===== src/rtl/gbs_pkg.sv =====
// Package for the grid binomial smoother: register map, configuration
// widths and the control word that travels with an item into the stencil.
// No dependencies.
package gbs_pkg;

   // Default sizes, handed to the top level as parameter defaults.
   localparam int DEF_MAX_COLS     = 1024;
   localparam int DEF_MAX_ROWS     = 1024;
   localparam int DEF_SAMPLE_WIDTH = 32;

   // Configuration port.
   localparam int CSR_DATA_W = 32;
   localparam int CSR_ADDR_W = 3;
   localparam int CSR_IDX_W  = CSR_ADDR_W - 2;
   localparam int CFG_W      = 11;

   localparam logic [CSR_IDX_W-1:0] REG_ROWS_USED = CSR_IDX_W'(0);
   localparam logic [CSR_IDX_W-1:0] REG_COLS_USED = CSR_IDX_W'(1);

   localparam logic [CFG_W-1:0] ROWS_RESET = CFG_W'(1024);
   localparam logic [CFG_W-1:0] COLS_RESET = CFG_W'(1024);

   localparam int unsigned MIN_ROWS = 3;
   localparam int unsigned MIN_COLS = 2;

   // Per-item control decided at acceptance from the raster position.
   typedef struct packed {
      logic has_first;  // row above exists: a pass or smoothed word is due
      logic row_one;    // second row: first row passes through
      logic has_self;   // last row: the input itself goes out as well
      logic frame_end;  // last cell of the frame
      logic col_zero;   // first column of a row
      logic col_last;   // last column of a row
   } item_ctl_type;

endpackage


===== src/rtl/gbs_csr.sv =====
// APB-style register block for the grid binomial smoother: holds rows_used
// and cols_used and their clamped last indexes. Depends on gbs_pkg.
module gbs_csr #(
   parameter int MAX_COLS = 1024,
   parameter int MAX_ROWS = 1024,
   localparam int COL_W = $clog2(MAX_COLS),
   localparam int ROW_W = $clog2(MAX_ROWS)
) (
   input  logic                           clock,
   input  logic                           reset,
   input  logic                           psel,
   input  logic                           penable,
   input  logic                           pwrite,
   input  logic [gbs_pkg::CSR_ADDR_W-1:0] paddr,
   input  logic [gbs_pkg::CSR_DATA_W-1:0] pwdata,
   output logic [gbs_pkg::CSR_DATA_W-1:0] prdata,
   output logic                           pready,
   output logic [ROW_W-1:0]               rows_last,
   output logic [COL_W-1:0]               cols_last,
   output logic                           restart
);
   import gbs_pkg::*;

   localparam int unsigned ROWS_RST_NUM =
      (32'(ROWS_RESET) < MIN_ROWS) ? MIN_ROWS :
      (32'(ROWS_RESET) > MAX_ROWS) ? MAX_ROWS : 32'(ROWS_RESET);
   localparam int unsigned COLS_RST_NUM =
      (32'(COLS_RESET) < MIN_COLS) ? MIN_COLS :
      (32'(COLS_RESET) > MAX_COLS) ? MAX_COLS : 32'(COLS_RESET);

   logic [CFG_W-1:0]     rows_used_ff;
   logic [CFG_W-1:0]     cols_used_ff;
   logic [ROW_W-1:0]     rows_last_ff, rows_last_in;
   logic [COL_W-1:0]     cols_last_ff, cols_last_in;
   logic [CSR_IDX_W-1:0] reg_idx;
   logic                 wr_strobe;
   int unsigned          wr_num;
   int unsigned          rows_num;
   int unsigned          cols_num;

   assign pready    = 1'b1;
   assign reg_idx   = paddr[CSR_ADDR_W-1:2];
   assign wr_strobe = psel && penable && pwrite;

   // The frame restarts at the same edge that writes the register.
   assign restart = wr_strobe &&
                    (reg_idx == REG_ROWS_USED || reg_idx == REG_COLS_USED);

   // Clamp the written value into the supported range at write time.
   always_comb begin
      wr_num   = 32'(pwdata[CFG_W-1:0]);
      rows_num = (wr_num < MIN_ROWS) ? MIN_ROWS :
                 (wr_num > MAX_ROWS) ? MAX_ROWS : wr_num;
      cols_num = (wr_num < MIN_COLS) ? MIN_COLS :
                 (wr_num > MAX_COLS) ? MAX_COLS : wr_num;
      rows_last_in = ROW_W'(rows_num - 1);
      cols_last_in = COL_W'(cols_num - 1);
   end

   always_ff @(posedge clock) begin
      if (reset) begin
         rows_used_ff <= ROWS_RESET;
         cols_used_ff <= COLS_RESET;
         rows_last_ff <= ROW_W'(ROWS_RST_NUM - 1);
         cols_last_ff <= COL_W'(COLS_RST_NUM - 1);
      end else begin
         if (wr_strobe) begin
            case (reg_idx)
               REG_ROWS_USED: begin
                  rows_used_ff <= pwdata[CFG_W-1:0];
                  rows_last_ff <= rows_last_in;
               end
               REG_COLS_USED: begin
                  cols_used_ff <= pwdata[CFG_W-1:0];
                  cols_last_ff <= cols_last_in;
               end
               default: ;
            endcase
         end
      end
   end

   always_comb begin
      case (reg_idx)
         REG_ROWS_USED: prdata = CSR_DATA_W'(rows_used_ff);
         REG_COLS_USED: prdata = CSR_DATA_W'(cols_used_ff);
         default:       prdata = '0;
      endcase
   end

   assign rows_last = rows_last_ff;
   assign cols_last = cols_last_ff;

endmodule


===== config.mk =====
export PLATFORM = sky130hd
export DESIGN_NAME = gbs_csr
export DESIGN_NICKNAME = d
export VERILOG_FILES = /design/src/rtl/gbs_pkg.sv /design/src/rtl/gbs_csr.sv
export SDC_FILE = /design/constraint.sdc
export NUM_CORES = 1
export LEC_CHECK = 0
export BUFFER_PORTS_ARGS = -buffer_cell sky130_fd_sc_hd__buf_4
export CORE_UTILIZATION = 40
export CTS_BUF_LIST = sky130_fd_sc_hd__clkbuf_16
export CTS_CLUSTER_SIZE = 12
export DETAILED_ROUTE_END_ITERATION = 7
export PLACE_DENSITY = 0.69
export SYNTH_ARGS = -nofsm -noshare
export SYNTH_HDL_FRONTEND = slang
export SYNTH_SLANG_ARGS = --single-unit

===== constraint.sdc =====
create_clock -name clock -period 2.9 [get_ports clock]
set_clock_uncertainty 0.2 [all_clocks]
set_input_delay 0.58 -clock clock [delete_from_list [all_inputs] [get_ports clock]]
set_output_delay 0.58 -clock clock [all_outputs]
set_load 0.05 [all_outputs]

==> metrics.txt <==
Power Density=550 mW/mm^2; total routed wirelength=around 5100 um; diodes inserted=0; global route overflow=0; Worst Setup Start Kind=primary input; CTS Sinks=42; Die Wd=75.5 um; dpl cells=366; VDD IR max=~260 uV; post-DP HPWL=3590 um; max-slew violations=0; core box area=~0.0051 mm^2; vias per cell=5.21; Seq cells post-synth=42; final period demand of the worst path=roughly 2.5 ns; slew at the pin with the worst max-slew slack=0.727 ns; pin count of the biggest net entering global routing=43; Initial Util=0.420; Hold-fix buffers, CTS=0; fin cells=374; Post-Syn Instances=262; max cap viols=0; WL per Instance=13.8 um; nets=345; leakage=0.00107 uW; WP buf/inv=1; clock root cell=clkbuf_16; H-tree levels=2; number of buffers created by CTS=5; final hold vios=0; Unique masters post-synth=39; RSZ-0062 raised after global routing=false; f_max=395 MHz; PortBufs=48; WS Path Type=primary input to register; Ports=94; clk_lat worst skew=0.27 ns; Worst-path clk slew=0.06 ns; via count=roughly 2,000; CTS tree=done; Crit. End Element=register; fillers=between 400 and 500; Critical-path top delay cell=or4_4; Placement Rows=26; area taken by flip-flops and latches=841 um^2; TritonRoute pass-1 iters=6; CP Cell Sequence=buf_4, or4_4, o41ai_2, ha_1, or4bb_1, a21oi_1, o21ai_0; status=completed; EDFF count, synth=0; CP max stage delay=0.55 ns; period utilisation layout=0.874; antenna violations before repair=0; HP Class=register to register; share of layout cells above drive strength 1=0.260; routability cong.=0.802; Crit path required time=2.86 ns; Die ar.=0.00569 mm^2; crit-path max FO=7; Fin Setup TNS=0 ns; Max transition margin=0.511; drt drc=0; ys async rst share=0; Critical Path AT=2.49 ns; post-route antenna net violation count=0; vias in the first global route=1,714; gr usage total=0.189; synth warn=0; final setup vio count=0; global-route wire length before repair=roughly 8100 um; Multi-input gate area=0.00113 mm^2; # Post-CTS Setup Buffers=0; Post-CTS Resized=0; Syn Area/Cell=8.24 um^2; Most used DFF post-synth=dfxtp_1; 1st-iter DRT viols=141; Max clock buf depth=2; Die H=75.5 um; register area share after synthesis=0.390; Mapped Area=0.00216 mm^2; area grow syn2layout=23.0%; CP delay by family, top=simple AND/OR/NAND/NOR gates
-- per-stage QoR --
step	cell area (um^2)	utilization	hold WS (ns)	power (uW)	worst slack, ns
2_1_floorplan	2230	-	0.233	813	0.140
3_3_place_gp	2490	0.484	0.238	853	0.0712
3_5_place_dp	2490	0.484	0.246	854	0.0923
4_1_cts	2660	0.517	0.254	1470	0.361
5_1_grt	2660	0.517	0.272	1510	0.288
6_report	2660	0.517	0.251	1460	0.367
-- placed cells by master (no fill, tap or decap), drive strengths merged, types with 4 or more instances in the layout --
master	instances
o31ai	7
buf	56
clkbuf	5
a31oi	6
a21oi	31
nor2b	5
nor3	13
nand2	47
o21ai	11
inv	4
o211ai	6
mux2	11
dfxtp	42
conb	22
-- logic make-up after synthesis --
logic type | share of synthesized area
compound gates | 0.198
xor+xnor | 0.00812
fa+ha+maj | 0.0116
buf+inv | 0.122
flops | 0.390
mux | 0.0574
other cells | 0.00348
simple gates | 0.209
-- synth_stat cells, types with 2 or more instances --
library cell | number | share of area
a21oi_1 | 31 | 0.072
o21bai_1 | 2 | 0.0070
or4bb_1 | 2 | 0.010
buf_4 | 23 | 0.080
and3_1 | 3 | 0.0087
mux2_2 | 11 | 0.057
xnor2_1 | 2 | 0.0081
nor4_1 | 2 | 0.0058
o211ai_1 | 6 | 0.021
dfxtp_1 | 42 | 0.39
conb_1 | 2 | 0.0035
or4_4 | 2 | 0.010
o31ai_1 | 7 | 0.024
nor2b_1 | 5 | 0.014
nand2_1 | 47 | 0.082
o21ai_0 | 11 | 0.026
clkbuf_1 | 15 | 0.026
ha_1 | 2 | 0.012
nor2_1 | 3 | 0.0052
inv_1 | 3 | 0.0052
a211oi_1 | 2 | 0.0070
and4_1 | 3 | 0.012
a31oi_1 | 6 | 0.017
nor3_1 | 13 | 0.030
or3_1 | 2 | 0.0058
buf_1 | 2 | 0.0035
-- layer usage --
layer / wire length, um / track usage
met1: 2370 / 0.251
met2: 2410 / 0.313
met3: 340 / 0.0317
met4: 27 / 0.0576
met5: 0 / 0
-- report_power, final --
part / total, uW / switching, uW / internal [uW] / leakage, uW
clock network: 617 / 215 / 402 / 0.0000812
logic: 246 / 181 / 64.9 / 0.000651
registers: 597 / 6.61 / 591 / 0.000341
-- flip-flops by register name, summed over array words and instances, names as in the netlist --
| signal | cells |
|---|---|
| rows_used_ff | 11 |
| cols_last | 10 |
| rows_last | 10 |
| cols_used_ff | 11 |
-- cell type report --
| cell class | count | area share |
|---|---|---|
| clock buffers | 5 | 0.0471 |
| repair buffers | 56 | 0.158 |
| multi-input cells | 195 | 0.425 |
| clock inverters | 3 | 0.0156 |
| inverters | 3 | 0.00424 |
| flip-flops and latches | 42 | 0.317 |
| well taps | 70 | 0.0330 |
-- worst paths after layout --
path                                              startpoint                            to  slack, ns  depth (start not counted)
worst min register to register  cols_used_ff[2]$_SDFFE_PP0P_  cols_used_ff[2]$_SDFFE_PP0P_       0.25                          2
worst min-delay path            cols_used_ff[2]$_SDFFE_PP0P_  cols_used_ff[2]$_SDFFE_PP0P_       0.25                          2
worst max-delay path                               pwdata[7]     cols_last[4]$_SDFFE_PP1P_       0.37                          7
worst max register to register     cols_last[0]$_SDFFE_PP1P_     cols_last[0]$_SDFFE_PP1P_       1.82                          2
-- worst register-to-register path, delay by kind of cell, from the launching register on --
family / cells / cell delay [ns]
AOI/OAI and AO/OA: 1 / 0.10
and+or+nand+nor: 1 / 0.36
DFF: 1 / 0.30
No activity file was read; power rests on OpenSTA's default activity.
