===== config.mk =====
export PLATFORM = sky130hd
export DESIGN_NAME = gbs_stencil_flat
export DESIGN_NICKNAME = d
export VERILOG_FILES = /design/src/rtl/gbs_pkg.sv /design/src/rtl/gbs_rsp_if.sv /design/src/rtl/gbs_stencil.sv /design/src/flat_wrapper.sv
export SDC_FILE = /design/constraint.sdc
export NUM_CORES = 1
export LEC_CHECK = 0
export BUFFER_PORTS_ARGS = -buffer_cell sky130_fd_sc_hd__buf_4
export CELL_PAD_IN_SITES_DETAIL_PLACEMENT = 2
export CELL_PAD_IN_SITES_GLOBAL_PLACEMENT = 2
export CORE_MARGIN = 3
export CORE_UTILIZATION = 43
export CTS_BUF_LIST = sky130_fd_sc_hd__clkbuf_8
export DETAILED_ROUTE_END_ITERATION = 7
export GPL_TIMING_DRIVEN = 0
export PLACE_DENSITY_LB_ADDON = 0.1
export SKIP_LAST_GASP = 1
export SLEW_MARGIN = 25
export SYNTH_ARGS = -nofsm -noshare
export SYNTH_HDL_FRONTEND = slang
export SYNTH_SLANG_ARGS = --single-unit

===== constraint.sdc =====
create_clock -name clock -period 8.1 [get_ports clock]
set_input_delay 2.43 -clock clock [delete_from_list [all_inputs] [get_ports clock]]
set_output_delay 2.43 -clock clock [all_outputs]
set_load 0.005 [all_outputs]

===== src/rtl/gbs_pkg.sv =====
// Package for the grid binomial smoother: register map, configuration
// widths and the control word that travels with an item into the stencil.
// No dependencies.
package gbs_pkg;

   // Default sizes, handed to the top level as parameter defaults.
   localparam int DEF_MAX_COLS     = 1024;
   localparam int DEF_MAX_ROWS     = 1024;
   localparam int DEF_SAMPLE_WIDTH = 32;

   // Configuration port.
   localparam int CSR_DATA_W = 32;
   localparam int CSR_ADDR_W = 3;
   localparam int CSR_IDX_W  = CSR_ADDR_W - 2;
   localparam int CFG_W      = 11;

   localparam logic [CSR_IDX_W-1:0] REG_ROWS_USED = CSR_IDX_W'(0);
   localparam logic [CSR_IDX_W-1:0] REG_COLS_USED = CSR_IDX_W'(1);

   localparam logic [CFG_W-1:0] ROWS_RESET = CFG_W'(1024);
   localparam logic [CFG_W-1:0] COLS_RESET = CFG_W'(1024);

   localparam int unsigned MIN_ROWS = 3;
   localparam int unsigned MIN_COLS = 2;

   // Per-item control decided at acceptance from the raster position.
   typedef struct packed {
      logic has_first;  // row above exists: a pass or smoothed word is due
      logic row_one;    // second row: first row passes through
      logic has_self;   // last row: the input itself goes out as well
      logic frame_end;  // last cell of the frame
      logic col_zero;   // first column of a row
      logic col_last;   // last column of a row
   } item_ctl_type;

endpackage


===== src/rtl/gbs_rsp_if.sv =====
// Result channel of the grid binomial smoother: valid/ready plus the
// smoothed word and its run and frame markers. Depends on nothing.
interface gbs_rsp_if #(parameter int SAMPLE_WIDTH = 32);
   logic                           valid;
   logic                           ready;
   logic signed [SAMPLE_WIDTH-1:0] smoothed_value;
   logic                           last_in_run;
   logic                           end_of_frame;

   modport source (output valid, output smoothed_value, output last_in_run,
                   output end_of_frame, input ready);
   modport sink   (input valid, input smoothed_value, input last_in_run,
                   input end_of_frame, output ready);
endinterface


===== src/rtl/gbs_stencil.sv =====
// Stencil stage and output register of the grid binomial smoother: takes
// the two words read from the row store, keeps a sliding window of the row
// above and emits up to two result words per item. Depends on gbs_pkg.
module gbs_stencil #(
   parameter int SAMPLE_WIDTH = 32
) (
   input  logic                           clock,
   input  logic                           reset,
   input  logic                           push,
   output logic                           push_ready,
   input  gbs_pkg::item_ctl_type          push_ctl,
   input  logic signed [SAMPLE_WIDTH-1:0] push_sample,
   input  logic signed [SAMPLE_WIDTH-1:0] up_word,
   input  logic signed [SAMPLE_WIDTH-1:0] right_word,
   gbs_rsp_if.source                      rsp_chan
);
   import gbs_pkg::*;

   localparam int SUM_W = SAMPLE_WIDTH + 3;

   // Stage holding the item whose memory words have just come back.
   logic                           s1_valid_ff;
   item_ctl_type                   s1_ctl_ff;
   logic signed [SAMPLE_WIDTH-1:0] s1_sample_ff;
   logic signed [SAMPLE_WIDTH-1:0] s1_edge_left_ff;
   logic signed [SAMPLE_WIDTH-1:0] s1_edge_centre_ff;
   logic                           pend_first_ff;
   logic                           pend_self_ff;

   // Window over the row above, and the end samples of the rows.
   logic signed [SAMPLE_WIDTH-1:0] win_left_ff;
   logic signed [SAMPLE_WIDTH-1:0] win_centre_ff;
   logic signed [SAMPLE_WIDTH-1:0] row_first_ff;
   logic signed [SAMPLE_WIDTH-1:0] prev_first_ff;
   logic signed [SAMPLE_WIDTH-1:0] prev_last_ff;

   logic                           rsp_valid_ff;
   logic signed [SAMPLE_WIDTH-1:0] rsp_value_ff;
   logic                           rsp_last_ff;
   logic                           rsp_eof_ff;

   logic signed [SAMPLE_WIDTH-1:0] left_use;
   logic signed [SAMPLE_WIDTH-1:0] centre_use;
   logic signed [SUM_W-1:0]        sum;
   logic signed [SAMPLE_WIDTH-1:0] first_value;
   logic signed [SAMPLE_WIDTH-1:0] emit_value;
   logic                           emit_pending;
   logic                           out_free;
   logic                           emit;
   logic                           emit_last;
   logic                           emit_eof;
   logic                           release_item;
   logic                           smooth;

   // At the first column the wrapped left neighbour and the centre come
   // from the end samples captured while the row above streamed in.
   assign left_use   = s1_ctl_ff.col_zero ? s1_edge_left_ff   : win_left_ff;
   assign centre_use = s1_ctl_ff.col_zero ? s1_edge_centre_ff : win_centre_ff;
   assign smooth     = s1_ctl_ff.has_first && !s1_ctl_ff.row_one;

   // Floor of the sum over eight is its top bits.
   assign sum = (SUM_W'(centre_use) <<< 2) + SUM_W'(left_use) + SUM_W'(right_word)
              + SUM_W'(up_word) + SUM_W'(s1_sample_ff);
   assign first_value = s1_ctl_ff.row_one ? right_word : sum[SUM_W-1:3];

   assign emit_pending = s1_valid_ff && (pend_first_ff || pend_self_ff);
   assign out_free     = !rsp_valid_ff || rsp_chan.ready;
   assign emit         = emit_pending && out_free;
   assign emit_last    = pend_first_ff ? !pend_self_ff : 1'b1;
   assign emit_eof     = !pend_first_ff && s1_ctl_ff.frame_end;
   assign emit_value   = pend_first_ff ? first_value : s1_sample_ff;
   assign release_item = s1_valid_ff && (!emit_pending || (emit && emit_last));
   assign push_ready   = !s1_valid_ff || release_item;

   always_ff @(posedge clock) begin
      if (reset) begin
         s1_valid_ff   <= 1'b0;
         pend_first_ff <= 1'b0;
         pend_self_ff  <= 1'b0;
      end else if (push) begin
         s1_valid_ff   <= 1'b1;
         pend_first_ff <= push_ctl.has_first;
         pend_self_ff  <= push_ctl.has_self;
      end else begin
         if (emit) begin
            if (pend_first_ff) begin
               pend_first_ff <= 1'b0;
            end else begin
               pend_self_ff <= 1'b0;
            end
         end
         if (release_item) begin
            s1_valid_ff <= 1'b0;
         end
      end
   end

   always_ff @(posedge clock) begin
      if (push) begin
         s1_ctl_ff    <= push_ctl;
         s1_sample_ff <= push_sample;
         if (push_ctl.col_zero) begin
            s1_edge_left_ff   <= prev_last_ff;
            s1_edge_centre_ff <= prev_first_ff;
            row_first_ff      <= push_sample;
         end
         if (push_ctl.col_last) begin
            prev_first_ff <= row_first_ff;
            prev_last_ff  <= push_sample;
         end
      end
      // The window slides once the smoothed word has used it.
      if (emit && pend_first_ff && smooth) begin
         win_left_ff   <= centre_use;
         win_centre_ff <= right_word;
      end
   end

   always_ff @(posedge clock) begin
      if (reset) begin
         rsp_valid_ff <= 1'b0;
      end else if (emit) begin
         rsp_valid_ff <= 1'b1;
      end else if (rsp_chan.ready) begin
         rsp_valid_ff <= 1'b0;
      end
   end

   always_ff @(posedge clock) begin
      if (emit) begin
         rsp_value_ff <= emit_value;
         rsp_last_ff  <= emit_last;
         rsp_eof_ff   <= emit_eof;
      end
   end

   assign rsp_chan.valid          = rsp_valid_ff;
   assign rsp_chan.smoothed_value = rsp_value_ff;
   assign rsp_chan.last_in_run    = rsp_last_ff;
   assign rsp_chan.end_of_frame   = rsp_eof_ff;

endmodule


===== src/flat_wrapper.sv =====
// flat-port wrapper written by rule: the top's interface ports become plain ports
module gbs_stencil_flat import gbs_pkg::*;
#(
   parameter int SAMPLE_WIDTH = 32
)
  (clock, reset, push, push_ready, push_ctl, push_sample, up_word, right_word, rsp_chan_valid, rsp_chan_smoothed_value, rsp_chan_last_in_run, rsp_chan_end_of_frame, rsp_chan_ready);
  gbs_rsp_if #(.SAMPLE_WIDTH(SAMPLE_WIDTH)) rsp_chan_i ();
  input  logic clock;
  input  logic reset;
  input  logic push;
  output logic push_ready;
  input  gbs_pkg::item_ctl_type push_ctl;
  input  logic signed [SAMPLE_WIDTH-1:0] push_sample;
  input  logic signed [SAMPLE_WIDTH-1:0] up_word;
  input  logic signed [SAMPLE_WIDTH-1:0] right_word;
  output wire logic [$bits(rsp_chan_i.valid)-1:0] rsp_chan_valid;
  output wire logic [$bits(rsp_chan_i.smoothed_value)-1:0] rsp_chan_smoothed_value;
  output wire logic [$bits(rsp_chan_i.last_in_run)-1:0] rsp_chan_last_in_run;
  output wire logic [$bits(rsp_chan_i.end_of_frame)-1:0] rsp_chan_end_of_frame;
  input wire logic [$bits(rsp_chan_i.ready)-1:0] rsp_chan_ready;
  assign rsp_chan_valid = rsp_chan_i.valid;
  assign rsp_chan_smoothed_value = rsp_chan_i.smoothed_value;
  assign rsp_chan_last_in_run = rsp_chan_i.last_in_run;
  assign rsp_chan_end_of_frame = rsp_chan_i.end_of_frame;
  assign rsp_chan_i.ready = rsp_chan_ready;
  gbs_stencil #(.SAMPLE_WIDTH(SAMPLE_WIDTH)) u_core (.clock(clock), .reset(reset), .push(push), .push_ready(push_ready), .push_ctl(push_ctl), .push_sample(push_sample), .up_word(up_word), .right_word(right_word), .rsp_chan(rsp_chan_i));
endmodule

==> summary.txt <==
Detailed routing
  – DRC Markers: 0
  – First-pass DRT Iterations: 4
  – Detailed-route vias per instance: 5.09
  – Wire length per cell after detailed routing: 23.6 µm
  – Antenna viol nets, final: 0
  – Routed vias: 9397
  – Detailed Route Iter0 Violations: 438
  – Wire length reported by the detailed router: 43500 µm

STA
  – Maximum clock frequency: 140 MHz
  – Count of final max-slew check failures: 0
  – Final setup vio count: 0
  – Tightest Pin Transition: 0.970 ns
  – Relative slew slack: 35.3%
  – Final count of hold timing violations: 0
  – Worst-case clock skew: 0.0298 ns
  – Unrepaired setup endpoints after global routing: no
  – Minimum clock period after layout: 7.13 ns
  – Share of the clock period used by the worst path after layout: 88.1%

Setup path
  – Count of cells along the worst register-to-register path: 18
  – Critical path data required time: 8.42 ns
  – Highest net fanout along the worst path: 4
  – Data arrival time of the critical path: 7.45 ns
  – Worst setup slack for register-to-register paths: 1.02 ns
  – Worst setup path startpoint: up_word[2]
  – Worst R2R End: u_core.rsp_chan.smoothed_value[31]
  – Launching element type of the critical path: primary input
  – Reg-to-reg critical path startpoint: u_core.s1_ctl_ff[1]
  – Critical setup path kind: primary input to flip-flop
  – Kind of capture point of the worst setup path: flip-flop

Synthesis
  – Top-area cell type share of the netlist area: 57.8%
  – EDFF count, synth: 294
  – Share of async-settable or async-resettable flops after synthesis: 0%
  – Proportion of synthesized chip area in sequential cells: 58.4%
  – Gate count after technology mapping: 1153
  – Register bit count reported by yosys: 298
  – Synthesized Nets: 1390
  – Top cell type by total area after synthesis: edfxtp_1
  – Main area contributors after synthesis: edfxtp_1, fa_1, inv_1
  – Yosys warnings: 0
  – Most used flip-flop cell after synthesis: edfxtp_1
  – Syn Area/Cell: 13.2 µm²
  – Number of distinct library cells after synthesis: 59
  – Area of the mapped netlist: 0.0153 mm²

Placed design
  – GPL Wtd Cong: 0.840
  – Placed cell count: 1755
  – Estimated wirelength of the detail-placed design: 31900 µm
  – Port Buf Inserts: 141

Run
  – Max-cap viol count: 0

Power and ir drop
  – Leakage Power: 7.73 nW
  – Combinational fraction of design power: 36.5%
  – Proportion of total power due to net switching: 35.4%
  – Max IR drop VDD: 0.158 mV
  – NetSw: 0.00178 W
  – Register share of total power: 35.7%
  – Power, Total: 0.00502 W
  – Total power density per cell area: 278 mW/mm²
  – Clk pwr share: 27.8%
  – Internal power: 0.00324 W

Cells and area
  – Area delta synth->final: 18.4%
  – Layout cell share with drive strength beyond 1: 19.4%
  – Area of the multi-input gates: 0.00510 mm²
  – # nets final: 1590
  – Filler Cell Count: 3353
  – Post-route non-filler standard cell count: 1845
  – Ant diodes: 0
  – Sequential standard cell area: 0.00891 mm²

Floorplan
  – Row Count: 68
  – Total Die Area: 0.0378 mm²
  – Total I/O pin count: 142
  – Die boundary height: 194 µm
  – Width of the die: 194 µm
  – Starting density of the core: 43.9%
  – Placeable Area: 0.0348 mm²

Clocking
  – Number of clock buffers inserted by TritonCTS: 51
  – Number of sinks handled by clock tree synthesis: 298
  – Clock latency on the worst-skew pair: 0.60 ns
  – CTS H-tree lvls: 2
  – Clock transition at the registers of the reported paths: 0.06 ns
  – TritonCTS clock tree: done
  – CTS root buffer: clkbuf_8
  – Hold bufs inserted after CTS: 0
  – Bufs on Longest Clock Path: 3
  – Post-CTS setup-driven buffer insertion count: 0
  – CTS-repair resized insts: 0

Global routing
  – Total congestion overflow: 0
  – Largest net degree at the start of global routing: 44
  – Global routing usage summed across all routing layers: 23.2%
  – First-pass GRT wire length: 66600 µm
  – Vias in the first global route: 11100
  – Initial antenna violation count: 1

Min path
  – Hold_sp: u_core.prev_last_ff[31]
  – Worst Hold Depth: 0
  – Hold crit path type: flip-flop to flip-flop
  – Endpoint of the worst hold path: u_core.s1_edge_left_ff[31]

Outcome
  – Result of the run: completed
## worst max-delay path by stage
stage                                                     to  slack [ns]  cells past startpoint
after floorplan           u_core.rsp_chan.smoothed_value[31]        1.34                     16
after global placement              u_core.win_centre_ff[25]       -1.17                      4
after detailed placement  u_core.rsp_chan.smoothed_value[31]        0.32                     17
after CTS                 u_core.rsp_chan.smoothed_value[31]        0.98                     18
after global routing      u_core.rsp_chan.smoothed_value[31]        0.69                     18
final                     u_core.rsp_chan.smoothed_value[31]        0.97                     17
## critical path: stages
cell and delay (ns):
buf_4 0.07, inv_1 0.06, fa_1 0.54, inv_1 0.06, fa_1 0.48, inv_1 0.06, fa_1 0.46, or4b_4 0.52
fa_1 0.39, and2b_1 0.26, o2111ai_1 0.17, a211oi_1 0.59, a211oi_2 0.23, a21oi_1 0.48, a41oi_1 0.29, xnor2_1 0.23
o221ai_1 0.12
## layer usage
metal	share of wire, %	wire length, µm	global-route usage (%)
met1	44	19000	30.8
met2	50	21900	40.0
met3	3.7	1590	3.71
met4	2.2	974	6.04
met5	0.046	20	0
## cells in the final DEF, fill, tap and decap left out, drive strengths merged, types with 31 or more instances in the layout
cell,instances
inv,307
edfxtp,294
buf,157
fa,100
clkbuf,73
nand2,57
a21oi,48
o21ai,44
mux2,33
mux2i,32
ha,31
## synthesized netlist by cell type, drive strengths merged (2+ instances only)
library cell  count
a2111o            2
a211oi            3
a21o             20
a21oi            48
a31oi             4
a41oi             3
and2              2
and3              3
buf              10
clkbuf           20
dfxtp             4
edfxtp          294
fa              100
ha               31
inv             295
mux2             33
mux2i            32
nand2            57
nand2b            3
nand3            19
nand4             7
nor2             23
nor2b             5
nor3             10
o211ai           10
o21a              2
o21ai            44
o21bai            6
o221ai           10
o22ai             2
o31ai             3
or4b              2
xnor2            21
xor2             12
## flip-flops by register name, indices dropped and copies added, names as in the netlist, 4 cells and up
signal	flops
u_core.row_first_ff	32
u_core.s1_sample_ff	32
u_core.s1_ctl_ff	4
u_core.rsp_chan.smoothed_value	32
u_core.s1_edge_left_ff	32
u_core.win_left_ff	32
u_core.win_centre_ff	32
u_core.prev_first_ff	32
u_core.s1_edge_centre_ff	32
u_core.prev_last_ff	32
## power by group through the flow
| stage | logic (W) | clock network (W) | registers (W) |
|---|---|---|---|
| 4_1_cts | 0.00185 | 0.00144 | 0.00179 |
| 5_1_grt | 0.00205 | 0.00150 | 0.00180 |
| 6_report | 0.00183 | 0.00140 | 0.00179 |
| 3_3_place_gp | 0.00175 | 0 | 0.00182 |
| 3_5_place_dp | 0.00182 | 0 | 0.00182 |
| 2_1_floorplan | 0.00126 | 0 | 0.00182 |
## cell type report
class	instances	share of cell area, %
Inverter	295	6.13
Timing Repair Buffer	147	6.69
Sequential cell	298	49.3
Clock buffer	53	4.04
Clock inverter	37	1.56
Buffer	31	0.907
Tap cell	455	3.15
Multi-Input combinational cell	529	28.2
## kinds of logic after synthesis
logic type | after synthesis | share of synthesized area [%]
muxes | 65 | 4.53
DFF | 298 | 58.4
and+or+nand+nor | 135 | 4.18
buffers and inverters | 326 | 8.32
adders and majority gates | 131 | 15.7
xor gates and xnor gates | 33 | 1.89
AOI/OAI and AO/OA | 165 | 7.06
## per-stage QoR
stage	hold WS (ns)	cell area (µm²)	setup TNS, ns	utilization [%]	setup WS (ns)
6_report	0.418	18100	0	51.9	0.967
5_1_grt	0.424	18100	0	51.9	0.688
4_1_cts	0.419	18100	0	51.9	0.979
3_5_place_dp	0.406	17100	0	49.0	0.322
3_3_place_gp	0.401	16900	-74.64	48.5	-1.17
2_1_floorplan	0.400	15300	0	-	1.34
Note: power is estimated with default switching activity, not from simulation.
